### src/sv/pgfe_pkg.sv
// Shared types, widths and register codes for the phi4 gradient free energy block.
// No dependencies; every other file in the project but pgfe_delay uses this package.
package pgfe_pkg;

	localparam int DATA_BITS_DEF = 32;
	localparam int FRAC_BITS_DEF = 24;

	localparam int OUT_BITS  = 48;
	localparam int SUM_BITS  = 52;
	localparam int HALF_W    = OUT_BITS / 2;
	localparam int PROD_BITS = 2 * OUT_BITS;

	// pipeline register stages from request to the output buffer push
	localparam int PIPE_DEPTH = 11;
	localparam int OBUF_DEPTH = 2;

	localparam int CFG_IDX_BITS = 2;
	localparam logic [CFG_IDX_BITS-1:0] REG_COEF_A     = 2'd0;
	localparam logic [CFG_IDX_BITS-1:0] REG_COEF_B     = 2'd1;
	localparam logic [CFG_IDX_BITS-1:0] REG_COEF_KAPPA = 2'd2;
	localparam logic [CFG_IDX_BITS-1:0] REG_COEF_C     = 2'd3;

	typedef logic signed [OUT_BITS-1:0] out_t;
	typedef logic signed [SUM_BITS-1:0] sum_t;

	typedef struct packed {
		out_t free_energy_density;
		out_t chemical_potential;
		out_t stress_xx;
		out_t stress_yy;
		out_t stress_zz;
		out_t stress_xy;
		out_t stress_xz;
		out_t stress_yz;
	} res_t;

	localparam int RES_BITS = $bits(res_t);

	// Clamp an exact wide sum to the signed result range.
	function automatic out_t sat_out(input sum_t v);
		sum_t hi;
		sum_t lo;
		hi = {{(SUM_BITS - OUT_BITS + 1){1'b0}}, {(OUT_BITS - 1){1'b1}}};
		lo = ~hi;
		if (v > hi) begin
			sat_out = hi[OUT_BITS-1:0];
		end else if (v < lo) begin
			sat_out = lo[OUT_BITS-1:0];
		end else begin
			sat_out = v[OUT_BITS-1:0];
		end
	endfunction

endpackage

### src/sv/pgfe_obuf.sv
// Two-entry output buffer between the pipeline tail and the result channel.
// Depends on pgfe_pkg for the result type and depth.
module pgfe_obuf (
	input  logic           clk,
	input  logic           arst_n,
	input  logic           push,
	input  pgfe_pkg::res_t din,
	output logic           full,
	output logic           out_valid,
	input  logic           out_ready,
	output pgfe_pkg::res_t dout
);
	import pgfe_pkg::*;

	localparam int PTR_BITS = $clog2(OBUF_DEPTH);
	localparam int CNT_BITS = $clog2(OBUF_DEPTH + 1);

	res_t                ent_q [OBUF_DEPTH];
	logic [PTR_BITS-1:0] wr_q;
	logic [PTR_BITS-1:0] rd_q;
	logic [CNT_BITS-1:0] cnt_q;
	logic                pop;

	assign pop       = out_valid && out_ready;
	assign out_valid = cnt_q != '0;
	assign full      = cnt_q == CNT_BITS'(OBUF_DEPTH);
	assign dout      = ent_q[rd_q];

	always_ff @(posedge clk or negedge arst_n) begin
		if (!arst_n) begin
			wr_q  <= '0;
			rd_q  <= '0;
			cnt_q <= '0;
		end else begin
			if (push) begin
				wr_q <= wr_q + 1'b1;
			end
			if (pop) begin
				rd_q <= rd_q + 1'b1;
			end
			cnt_q <= cnt_q + CNT_BITS'(push) - CNT_BITS'(pop);
		end
	end

	always_ff @(posedge clk) begin
		if (push) begin
			ent_q[wr_q] <= din;
		end
	end

endmodule

### config.mk
export PLATFORM = sky130hd
export DESIGN_NAME = pgfe_obuf
export DESIGN_NICKNAME = d
export VERILOG_FILES = /design/src/sv/pgfe_pkg.sv /design/src/sv/pgfe_obuf.sv
export SDC_FILE = /design/constraint.sdc
export NUM_CORES = 1
export LEC_CHECK = 0
export CAP_MARGIN = 40
export CORE_AREA = 2 2 302 304
export DETAILED_ROUTE_END_ITERATION = 8
export DIE_AREA = 0 0 304 306
export DONT_BUFFER_PORTS = 1
export RECOVER_POWER = 100
export SLEW_MARGIN = 20
export SYNTH_ARGS = -nofsm -noshare
export SYNTH_HDL_FRONTEND = slang
export SYNTH_SLANG_ARGS = --single-unit
### constraint.sdc
create_clock -name clk -period 24.6 [get_ports clk]
set_input_delay 6.15 -clock clk [delete_from_list [all_inputs] [get_ports clk]]
set_output_delay 6.15 -clock clk [all_outputs]
set_load 0.02 [all_outputs]
==> key figures <==
Power and ir drop
  – Peak supply drop: 0.108 mV
  – P per Cell Area: 127 mW/mm^2
  – Leakage Power: 10.1 nW

Timing
  – Setup violators final: 0
  – Unrepaired setup endpoints after global routing: no
  – Slew margin rel.: -531%
  – Final Critical Period: 16,490 ps
  – Clock Skews: 20.5 ps
  – Fin. Hold Viols: 0
  – Setup TNS: 0 ps
  – Slew @ Worst Pin: 9470 ps
  – Final Max Slew Viols: 895
  – Period utilization: 67.0%
  – FMAX: 0.0606 GHz

GRT
  – First-pass GRT wire length: 86,300 um
  – Largest net degree at the start of global routing: 162
  – Vias in the first global route: 12,200
  – GRT overflow: 0
  – Antenna violations before repair: 5
  – GR Util All Layers: 12.8%

Cells and area
  – Area growth syn-to-layout: 12.7%
  – Fill cell count: 8,174
  – Post-Layout Inst Area: 0.0317 mm^2
  – Nets@finish: 1,663
  – Layout cells sized above 1: 10.4%
  – Final Core Density: 35.4%

Yosys
  – Commonest cells in the netlist: 768 x edfxtp_1, 352 x mux2_2, 40 x buf_6, 30 x mux2_4, 4 x dfrtp_1
  – Synthesis Warnings: 0
  – Post-synth EDFFs: 768
  – Cell count after synthesis: 1,212
  – Syn Nets: 1,602
  – Seq cells post-synth: 772
  – Synth cell types: 15
  – Mean post-synth cell area: 23.2 um^2
  – Sequential share of the synthesized area: 82.2%
  – Async SR Flop Fraction: 0.518%
  – Top-count cell post-synth: edfxtp_1
  – Synth Flop Type: edfxtp_1
  – Area leader, netlist: edfxtp_1
  – Share of the synthesized area in the top cell type: 81.9%
  – Mapped Area: 0.0282 mm^2
  – Main area contributors after synthesis: edfxtp_1 82%, mux2_2 14%, buf_6 1.6%, mux2_4 1.6%, dfrtp_1 0.36%

Critical path
  – Worst Path Max Fanout: 161
  – WP data required: 18,450 ps
  – CP arrival: 10,340 ps
  – Flop2flop setup slack: 14,420 ps
  – Crit path kind: register to output port
  – Startpoint Class: register
  – Crit. End Element: output port

CTS
  – Clock Latency Late Sink: 650 ps
  – Post-CTS Hold Buffers: 0
  – Sink Count: 772
  – CTS tree: done
  – Clk root buf: clkbuf_16
  – Post-CTS setup buffer count: 0
  – Resize count post-CTS: 0
  – H-tree depth: 3
  – Clock-pin slew on the worst setup and hold paths: 50 ps
  – CTS Buffer Depth: 3
  – Clock buffer count from CTS: 80

Routing
  – WL final: 61,800 um
  – Router iterations before antenna repair: 5
  – Via density: 4.57
  – # DRC: 0
  – ANT nets after route: 0
  – Routed WL per cell: 24.5 um
  – DR iter-0 viols: 810
  – Vias: 11,500

Place
  – Number of port buffers: 0
  – Placed Area: 0.0294 mm^2
  – Routability cong.: 0.817
  – Dpl hpwl: 43,500 um

Floorplanning
  – Core area: 0.0896 mm^2
  – Die ar.: 0.0930 mm^2
  – Cell Rows: 110
  – Initial core utilization: 31.4%
  – Die width: 304 um
  – Die span in y: 306 um
  – Ports: 774

Outcome
  – Failing checks: capacitance limit, slew limit
  – Status: finished with violations

Job
  – Max Cap Viol: 17

Min path
  – HP Class: register to register
==> area by class of cell <==
| type | count | area, um^2 | area share [%] |
|---|---|---|---|
| diodes | 6 | 15.0 | 0.0473 |
| inverters | 2 | 7.51 | 0.0237 |
| clock buffers | 101 | 2140 | 6.76 |
| multi-input cells | 395 | 4440 | 14.0 |
| well taps | 1176 | 1470 | 4.64 |
| clock inverters | 43 | 399 | 1.26 |
| repair buffers | 22 | 103 | 0.323 |
| flip-flops and latches | 772 | 23200 | 73.0 |
==> where the power goes <==
| group | internal (W) | switching (W) | total, W |
|---|---|---|---|
| combinational | 0.000273 | 0.000775 | 0.00105 |
| sequential | 0.00176 | 0.0000703 | 0.00183 |
| clock | 0.000674 | 0.000485 | 0.00116 |
==> layout by cell type (no fill, tap or decap), types with 3 or more instances in the layout <==
master      synthesis  final
edfxtp_1          768    768
mux2_1              2    358
clkbuf_16           0     83
clkbuf_1            0     38
mux2_2            352     21
clkinv_1            0     16
clkinv_2            0     10
diode_2             0      6
mux2_4             30      5
bufinv_16           0      5
dfrtp_1             4      4
clkinvlp_4          0      3
clkinv_4            0      3
==> kinds of logic (layout without fill, tap and decap cells) <==
| group | count (synthesis) | after routing | share of synthesized area (%) |
|---|---|---|---|
| compound gates | 1 | 1 | 0.0267 |
| buf+inv | 45 | 168 | 1.68 |
| mux | 384 | 384 | 15.8 |
| simple gates | 4 | 4 | 0.0889 |
| fa+ha+maj | 2 | 2 | 0.0888 |
| xor+xnor | 4 | 4 | 0.124 |
| other cells | 0 | 6 | 0 |
| flops | 772 | 772 | 82.2 |
==> stage by stage <==
step	hold WS (ps)	std cells	total power (W)	setup slack, ps
2_1_floorplan	455	1212	0.00295	783
3_3_place_gp	498	2359	0.00296	14780
3_5_place_dp	517	2362	0.00298	14630
4_1_cts	529	2506	0.00415	13900
5_1_grt	533	2511	0.00420	7140
6_report	510	2517	0.00404	8110
==> critical path: stages (launching register included) <==
cell and delay [ps]:
dfrtp_1 1520, clkbuf_1 6580, mux2_2 1250
==> registers in the layout, indices dropped and copies added (netlist names) <==
register and count:
wr_q 1, ent_q 768, rd_q 1, cnt_q 2
==> path summary, 6_finish.rpt <==
check                      startpoint       endpoint  cells after the start
min in group asynchronous      arst_n           wr_q                      0
min                              wr_q           wr_q                      1
max reg2reg                      wr_q  ent_q[0][264]                      6
max                              rd_q      dout[237]                      2
min reg2reg                      wr_q           wr_q                      1
max in group asynchronous      arst_n       cnt_q[0]                      0
==> routing by layer <==
layer | share of wire (%) | GRT usage (%)
met4 | 3.6 | 5.94
met3 | 13 | 7.30
met5 | 0.018 | 0
met1 | 30 | 11.6
met2 | 53 | 22.8
Power figures use the tool's default switching activity.
