**src/sv/pgfe_delay.sv**
```systemverilog
// Enabled shift-register delay line that keeps side terms aligned with the pipeline.
// No package dependency.
module pgfe_delay #(
	parameter int WIDTH = 48,
	parameter int DEPTH = 1
) (
	input  logic             clk,
	input  logic             en,
	input  logic [WIDTH-1:0] d,
	output logic [WIDTH-1:0] q
);
	logic [WIDTH-1:0] tap_q [DEPTH];

	always_ff @(posedge clk) begin
		if (en) begin
			tap_q[0] <= d;
			for (int i = 1; i < DEPTH; i++) begin
				tap_q[i] <= tap_q[i-1];
			end
		end
	end

	assign q = tap_q[DEPTH-1];

endmodule

```
**config.mk**
```make
export PLATFORM = sky130hd
export DESIGN_NAME = pgfe_delay
export DESIGN_NICKNAME = d
export VERILOG_FILES = /design/src/sv/pgfe_delay.sv
export SDC_FILE = /design/constraint.sdc
export NUM_CORES = 1
export LEC_CHECK = 0
export BUFFER_PORTS_ARGS = -buffer_cell sky130_fd_sc_hd__buf_2
export CORE_MARGIN = 2
export CORE_UTILIZATION = 33
export DETAILED_ROUTE_END_ITERATION = 6
export PLACE_DENSITY = 0.76
export SYNTH_ARGS = -nofsm -noshare
export SYNTH_HDL_FRONTEND = slang
export SYNTH_SLANG_ARGS = --single-unit
```
**constraint.sdc**
```tcl
create_clock -name clk -period 0.8 [get_ports clk]
set_input_delay 0.04 -clock clk [delete_from_list [all_inputs] [get_ports clk]]
set_output_delay 0.04 -clock clk [all_outputs]
set_load 0.1 [all_outputs]
```
==> impl_metrics.py, run 1 <==
metrics = {
    "synthesis": {
        "yosysWarnings": 0,
        "synth_area_um2": 1441,
        "synth_mux_area_share_pct": 0,
        "syn_nets": 98,
        "netlist_instances": 48,
        "yosysSeqAreaShare_pct": 100.0,
        "synth-simple-area-share_pct": 0,
        "synthAdderAreaFrac_pct": 0,
        "ys_ff_latch": 48,
        "synth_area_per_cell_um2": 30.03,
        "synth-xor-area-share_pct": 0,
        "synth_compound_area_share_pct": 0,
        "synth_cell_types": 1,
    },
    "worst_setup_path": {
        "cp_cell_sequence": "buf_12",
        "cp-end-kind": "output pin",
        "worstSetupPathType": "flip-flop to output pin",
        "crit_slowest_cell": "edfxtp_1",
        "crit_fanout": 1,
        "slowest_delay_ps": 440,
        "worst-path-buf-inv": 1,
        "arrival_ps": 930,
        "cp_data_required_time_ps": 760,
        "path_delay_family": "flip-flops",
        "cp-start-kind": "flip-flop",
    },
    "global_route": {
        "grt_pass1_wl_um": 6223,
        "antenna_found_initial": 0,
        "grt_max_degree": 19,
        "grt_pass1_vias": 1209,
        "grtUsageTotal_pct": 17.48,
        "overflow": 0,
    },
    "clock_network": {
        "clk_pin_slew_worst_paths_ps": 80,
        "cts_tree": "built",
        "cts_sinks": 48,
        "cts_resized": 0,
        "cts_buffer_depth": 2,
        "cts_made_buffers": 5,
        "cts_setup_buffers": 0,
        "htree_levels": 2,
        "root_buffer": "clkbuf_8",
    },
    "detailed_routing": {
        "drc": 0,
        "drt_wl_total_um": 3981,
        "drt-initial-drc-count": 27,
        "ant_nets": 0,
        "dr.pass1.iters": 3,
        "vias_per_cell": 4.066,
        "via_count": 1041,
        "avgRoutedWirePerCell_um": 15.55,
    },
    "layout": {
        "multiInputGateArea_um2": 0,
        "n_antenna_cell": 0,
        "largest_reg_flops": 48,
        "final_cell_mix": "buf_12, buf_2, dlygate4sd3_1, edfxtp_1, clkbuf_8",
        "multi_input_gates": 0,
        "largestRegisters": "tap_q (48)",
        "drive_gt1_share_pct": 52.45,
        "fillCellCount": 237,
        "final_common_cell": "buf_12",
        "finalNonFillerCells": 256,
        "largest_register": "tap_q",
        "fin_nets": 253,
        "syn2layout_area_growth_pct": 133.2,
        "finalInstanceArea_um2": 3361,
    },
    "power": {
        "pwr_density_cell_nw_per_um2": 2201,
        "leakagePower_nw": 1.397,
        "sw_frac_of_total_pct": 33.79,
        "p_sw_mw": 2.500,
        "p_clk_share_pct": 22.3,
        "ir_drop_mv": 1.600,
        "comb_power_share_pct": 34.9,
        "internal-power_mw": 4.899,
        "pwr-share-seq_pct": 42.7,
    },
    "placement": {
        "place_inst": 200,
        "port_buffers": 97,
        "place_area_um2": 2773,
        "gp_congestion": 0.6294,
        "place_ws_ps": 97.73,
    },
    "sta": {
        "rsz0062_at_grt": "yes",
        "setup_violations": 48,
        "min_period_over_period_pct": 120.8,
        "report.final.slew_viol_count": 0,
        "worstMarginPinSlew_ps": 156.5,
        "hold_viol": 0,
        "max_freq_mhz": 1035,
        "setup_ws_ps": -166.5,
        "fin_setup_tns_ps": -6782,
        "final.min_clock_period_ps": 966.5,
        "hold_slack_ps": 214.5,
        "slew_headroom_pct": 89.64,
    },
    "floorplan": {
        "fp.dieW_um": 70.09,
        "ioPinCount": 98,
        "initial_core_util_pct": 33.57,
        "fp.dieH_um": 70.09,
        "dieArea_um2": 4913,
        "core_region_area_um2": 4294,
        "row_count": 24,
    },
    "flow_run": {
        "max_cap_viol_count": 0,
    },
    "outcome": {
        "status": "complete, but fails checks",
        "violations": "setup timing",
    },
    "hold_path": {
        "hold_class": "input pin to flip-flop",
    },
}
Yosys cell counts:
cell type	number	area share, %
edfxtp_1	48	100
cell families after synthesis:
logic type  count (synthesis)
flip-flops                 48
power groups by stage:
stage / Combinational (mW) / Clock [mW] / Sequential, mW
after floorplan: 0 / 0 / 4.52
after global placement: 2.39 / 0 / 3.20
after detailed placement: 2.40 / 0 / 3.22
after CTS: 2.59 / 1.69 / 3.16
after global routing: 2.64 / 1.79 / 3.18
final: 2.58 / 1.65 / 3.16
stage by stage:
stage	util, %	power, mW
floorplan	-	4.522
CTS	78.26	7.438
detailed placement	64.57	5.622
finish	78.26	7.398
global route	78.26	7.603
global placement	64.57	5.589
path summary, 6_finish.rpt:
check                             startpoint                     end  slack, ps  cells past startpoint
worst max-delay path  tap_q[0][20]$_DFFE_PP_                   q[20]       -170                      1
worst min-delay path                      en  tap_q[0][42]$_DFFE_PP_        210                      2
per-layer routing:
layer	wire length, um	GRT usage [%]	vias to the layer above
li1	-	-	501
met1	1259	16.39	484
met2	2437	34.39	52
met3	247	4.906	4
met4	38	7.692	0
met5	0	0	-
what timing repair did:
item / CTS / global route
hold buffers: 48 / 0
setup endpoints to repair: 48 / 48
endpoints found under the hold margin: 48 / 0
pin swaps: 0 / 0
cell type report:
type	instances	area [um2]	area share [%]
Clock buffer	6	72.57	2.159
Clock inverter	2	35.03	1.042
Sequential cell	48	1441	42.89
Tap cell	52	65.06	1.936
Timing Repair Buffer	148	1747	51.97
Power figures use the tool's default switching activity.
==> run 2, diff against run 1 <==
--- a/config.mk
+++ b/config.mk
@@ -7,9 +7,9 @@
 export LEC_CHECK = 0
 export BUFFER_PORTS_ARGS = -buffer_cell sky130_fd_sc_hd__buf_2
 export CORE_MARGIN = 2
-export CORE_UTILIZATION = 33
+export CORE_UTILIZATION = 40
 export DETAILED_ROUTE_END_ITERATION = 6
-export PLACE_DENSITY = 0.76
+export PLACE_DENSITY = 0.78
 export SYNTH_ARGS = -nofsm -noshare
 export SYNTH_HDL_FRONTEND = slang
 export SYNTH_SLANG_ARGS = --single-unit
==> run 2 against run 1 <==
  * The flow now stops in clock tree synthesis
  * Synthesized cell count stayed put
  * Area after synthesis stayed put
==> impl_metrics.py, run 2 <==
metrics = {
    "synthesis": {
        "syn_nets": 98,
        "yosysSeqAreaShare_pct": 100.0,
        "netlist.top_cell.by_area": "edfxtp_1",
        "ys.flop_type": "edfxtp_1",
        "synth_area_um2": 1441,
        "ys_ff_latch": 48,
        "synth_area_leaders": "edfxtp_1",
        "synth-async-reset-ratio_pct": 0,
        "yosysWarnings": 0,
        "synth_cell_types": 1,
        "netlist_instances": 48,
        "synthTopCellsByCount": "edfxtp_1",
        "yosys.area.top_type_share_pct": 100.0,
        "synth_area_per_cell_um2": 30.03,
        "synth_edf_count": 48,
        "synth_most_common_cell": "edfxtp_1",
    },
    "clock_network": {
        "root_buffer": "clkbuf_4",
        "cts_sinks": 48,
        "cts_made_buffers": 5,
        "cts_buffer_depth": 2,
        "cts_resized": 0,
        "postCtsHoldBufs": 48,
        "cts_setup_buffers": 0,
        "htree_levels": 2,
    },
    "placement": {
        "port_buffers": 97,
        "gp_congestion": 0.7002,
    },
    "outcome": {
        "status": "aborted with a tool error",
        "firstError": "[ERROR DPL-0033] detailed placement checks failed during check placement.",
        "lastStage": "clock tree synthesis",
    },
    "floorplan": {
        "fp.dieH_um": 64.03,
        "row_count": 21,
        "fp.dieW_um": 64.03,
        "ioPinCount": 98,
        "initial_core_util_pct": 42.52,
    },
}
## run 2: cell counts after synthesis
Identical to the previous run, type by type.
## run 2: stage by stage
| stage | setup WS [ps] | hold slack, ps | util (%) | cell area [um2] | std cells |
|---|---|---|---|---|---|
| floorplan | -144.0 | 138.9 | - | 1441 | 48 |
| global placement | 119.7 | 217.3 | 80.99 | 2745 | 193 |
| detailed placement | 106.2 | 218.1 | 80.99 | 2745 | 193 |
## run 2: kinds of logic after synthesis
kind of cell | Yosys count | share of synthesized area [%]
DFF | 48 | 100.0
==> run 3, diff against run 2 <==
--- a/config.mk
+++ b/config.mk
@@ -7,9 +7,9 @@
 export LEC_CHECK = 0
 export BUFFER_PORTS_ARGS = -buffer_cell sky130_fd_sc_hd__buf_2
 export CORE_MARGIN = 2
-export CORE_UTILIZATION = 40
+export CORE_UTILIZATION = 35
 export DETAILED_ROUTE_END_ITERATION = 6
-export PLACE_DENSITY = 0.78
+export PLACE_DENSITY_LB_ADDON = 0.15
 export SYNTH_ARGS = -nofsm -noshare
 export SYNTH_HDL_FRONTEND = slang
 export SYNTH_SLANG_ARGS = --single-unit
==> run 3 against run 2 <==
  * The flow now finishes, with violations (setup timing)
==> impl_metrics.py, run 3 (same netlist as run 1, synthesis figures left out) <==
metrics = {
    "outcome": {
        "status": "complete, but fails checks",
        "violations": "setup timing",
    },
    "layout": {
        "largest_reg_flops": 48,
        "n_antenna_cell": 0,
        "largest_register": "tap_q",
        "final_cell_mix": "buf_12, buf_2, dlygate4sd3_1, edfxtp_1, clkbuf_8",
        "multiInputGateArea_um2": 0,
        "fin_nets": 252,
        "fillCellCount": 218,
        "drive_gt1_share_pct": 51.23,
        "finalNonFillerCells": 253,
        "final_common_cell": "buf_12",
        "syn2layout_area_growth_pct": 129.7,
        "largestRegisters": "tap_q (48)",
        "regArea_um2": 1441,
        "final_util_pct": 83.36,
        "multi_input_gates": 0,
    },
    "placement": {
        "gp_congestion": 0.6180,
        "port_buffers": 97,
        "place_inst": 197,
    },
    "sta": {
        "setup_violations": 48,
        "min_period_over_period_pct": 121.1,
        "setup_ws_ps": -168.5,
        "final.min_clock_period_ps": 968.5,
        "report.final.slew_viol_count": 0,
        "slew_headroom_pct": 89.67,
        "rsz0062_at_grt": "yes",
        "max_freq_mhz": 1033,
        "worstMarginPinSlew_ps": 155.0,
        "hold_viol": 0,
    },
    "worst_setup_path": {
        "path_delay_family": "flip-flops",
        "worst-path-buf-inv": 1,
        "crit_fanout": 1,
        "cp-start-kind": "flip-flop",
        "slowest_delay_ps": 440,
        "worstSetupPathType": "flip-flop to output pin",
        "cp-end-kind": "output pin",
        "arrival_ps": 930,
        "cp_cell_sequence": "buf_12",
        "cp_data_required_time_ps": 760,
        "crit_slowest_cell": "edfxtp_1",
    },
    "detailed_routing": {
        "vias_per_cell": 4.119,
        "drt_wl_total_um": 3743,
        "drc": 0,
        "dr.pass1.iters": 4,
        "avgRoutedWirePerCell_um": 14.79,
        "via_count": 1042,
        "drt-initial-drc-count": 42,
        "ant_nets": 0,
    },
    "global_route": {
        "overflow": 0,
        "grt_pass1_wl_um": 5292,
        "antenna_found_initial": 0,
        "grt_pass1_vias": 1073,
        "grt_max_degree": 31,
        "grtUsageTotal_pct": 17.14,
    },
    "flow_run": {
        "max_cap_viol_count": 0,
    },
    "clock_network": {
        "cts_buffer_depth": 2,
        "cts_resized": 0,
        "root_buffer": "clkbuf_8",
        "cts_tree": "built",
        "cts_sinks": 48,
        "htree_levels": 2,
        "cts_made_buffers": 5,
        "clk_pin_slew_worst_paths_ps": 80,
    },
    "floorplan": {
        "core_region_area_um2": 3971,
        "fp.dieW_um": 68.18,
        "row_count": 23,
        "ioPinCount": 98,
        "fp.dieH_um": 68.18,
        "initial_core_util_pct": 36.29,
        "dieArea_um2": 4648,
    },
    "power": {
        "ir_drop_mv": 1.638,
        "pwr_density_cell_nw_per_um2": 2124,
        "leakagePower_nw": 1.373,
    },
    "hold_path": {
        "hold_class": "input pin to flip-flop",
    },
}
run 3: timing repair:
action,CTS,global route
gates cloned,0,0
endpoints found under the hold margin,48,0
buffers inserted,0,0
hold buffers,48,0
pin swaps,0,0
endpoints found under the setup margin,48,48
run 3: layout make-up:
type,instances,area share (%)
tap,50,1.890
clock inverter,1,0.1134
timing repair buffer,147,52.15
clock buffer,7,2.305
sequential,48,43.54
run 3: through the flow:
stage | setup TNS [ps] | hold slack [ps] | worst slack (ps) | instance area, um2 | power (mW)
2_1_floorplan | -6913 | 138.9 | -144.0 | 1441 | 4.522
3_3_place_gp | 0 | 216.1 | 111.8 | 2750 | 5.582
3_5_place_dp | 0 | 218.1 | 96.12 | 2750 | 5.611
4_1_cts | -7305 | 192.7 | -171.9 | 3311 | 7.089
5_1_grt | -8126 | 201.9 | -202.5 | 3311 | 7.240
6_report | -6747 | 203.0 | -168.5 | 3311 | 7.033
run 3: power by group:
| group | switching, mW | total [mW] | leakage (nW) | internal [mW] |
|---|---|---|---|---|
| clock | 0.694 | 1.30 | 0.0399 | 0.608 |
| sequential | 0.165 | 3.16 | 0.470 | 3.00 |
| combinational | 1.60 | 2.57 | 0.863 | 0.964 |
| total | 2.46 | 7.03 | 1.37 | 4.57 |
run 3: routing by layer:
metal  wire, um  vias up  GRT usage (%)
met4         37        0          4.500
met1       1164      477          17.32
met5          0        -              0
met3        302        4          6.414
met2       2238       60          32.65
li1           -      501              -
run 3: final timing paths:
path,from,end,slack [ps],depth (start not counted)
min,en,tap_q[0][34]$_DFFE_PP_,200,2
max,tap_q[0][25]$_DFFE_PP_,q[25],-170,1
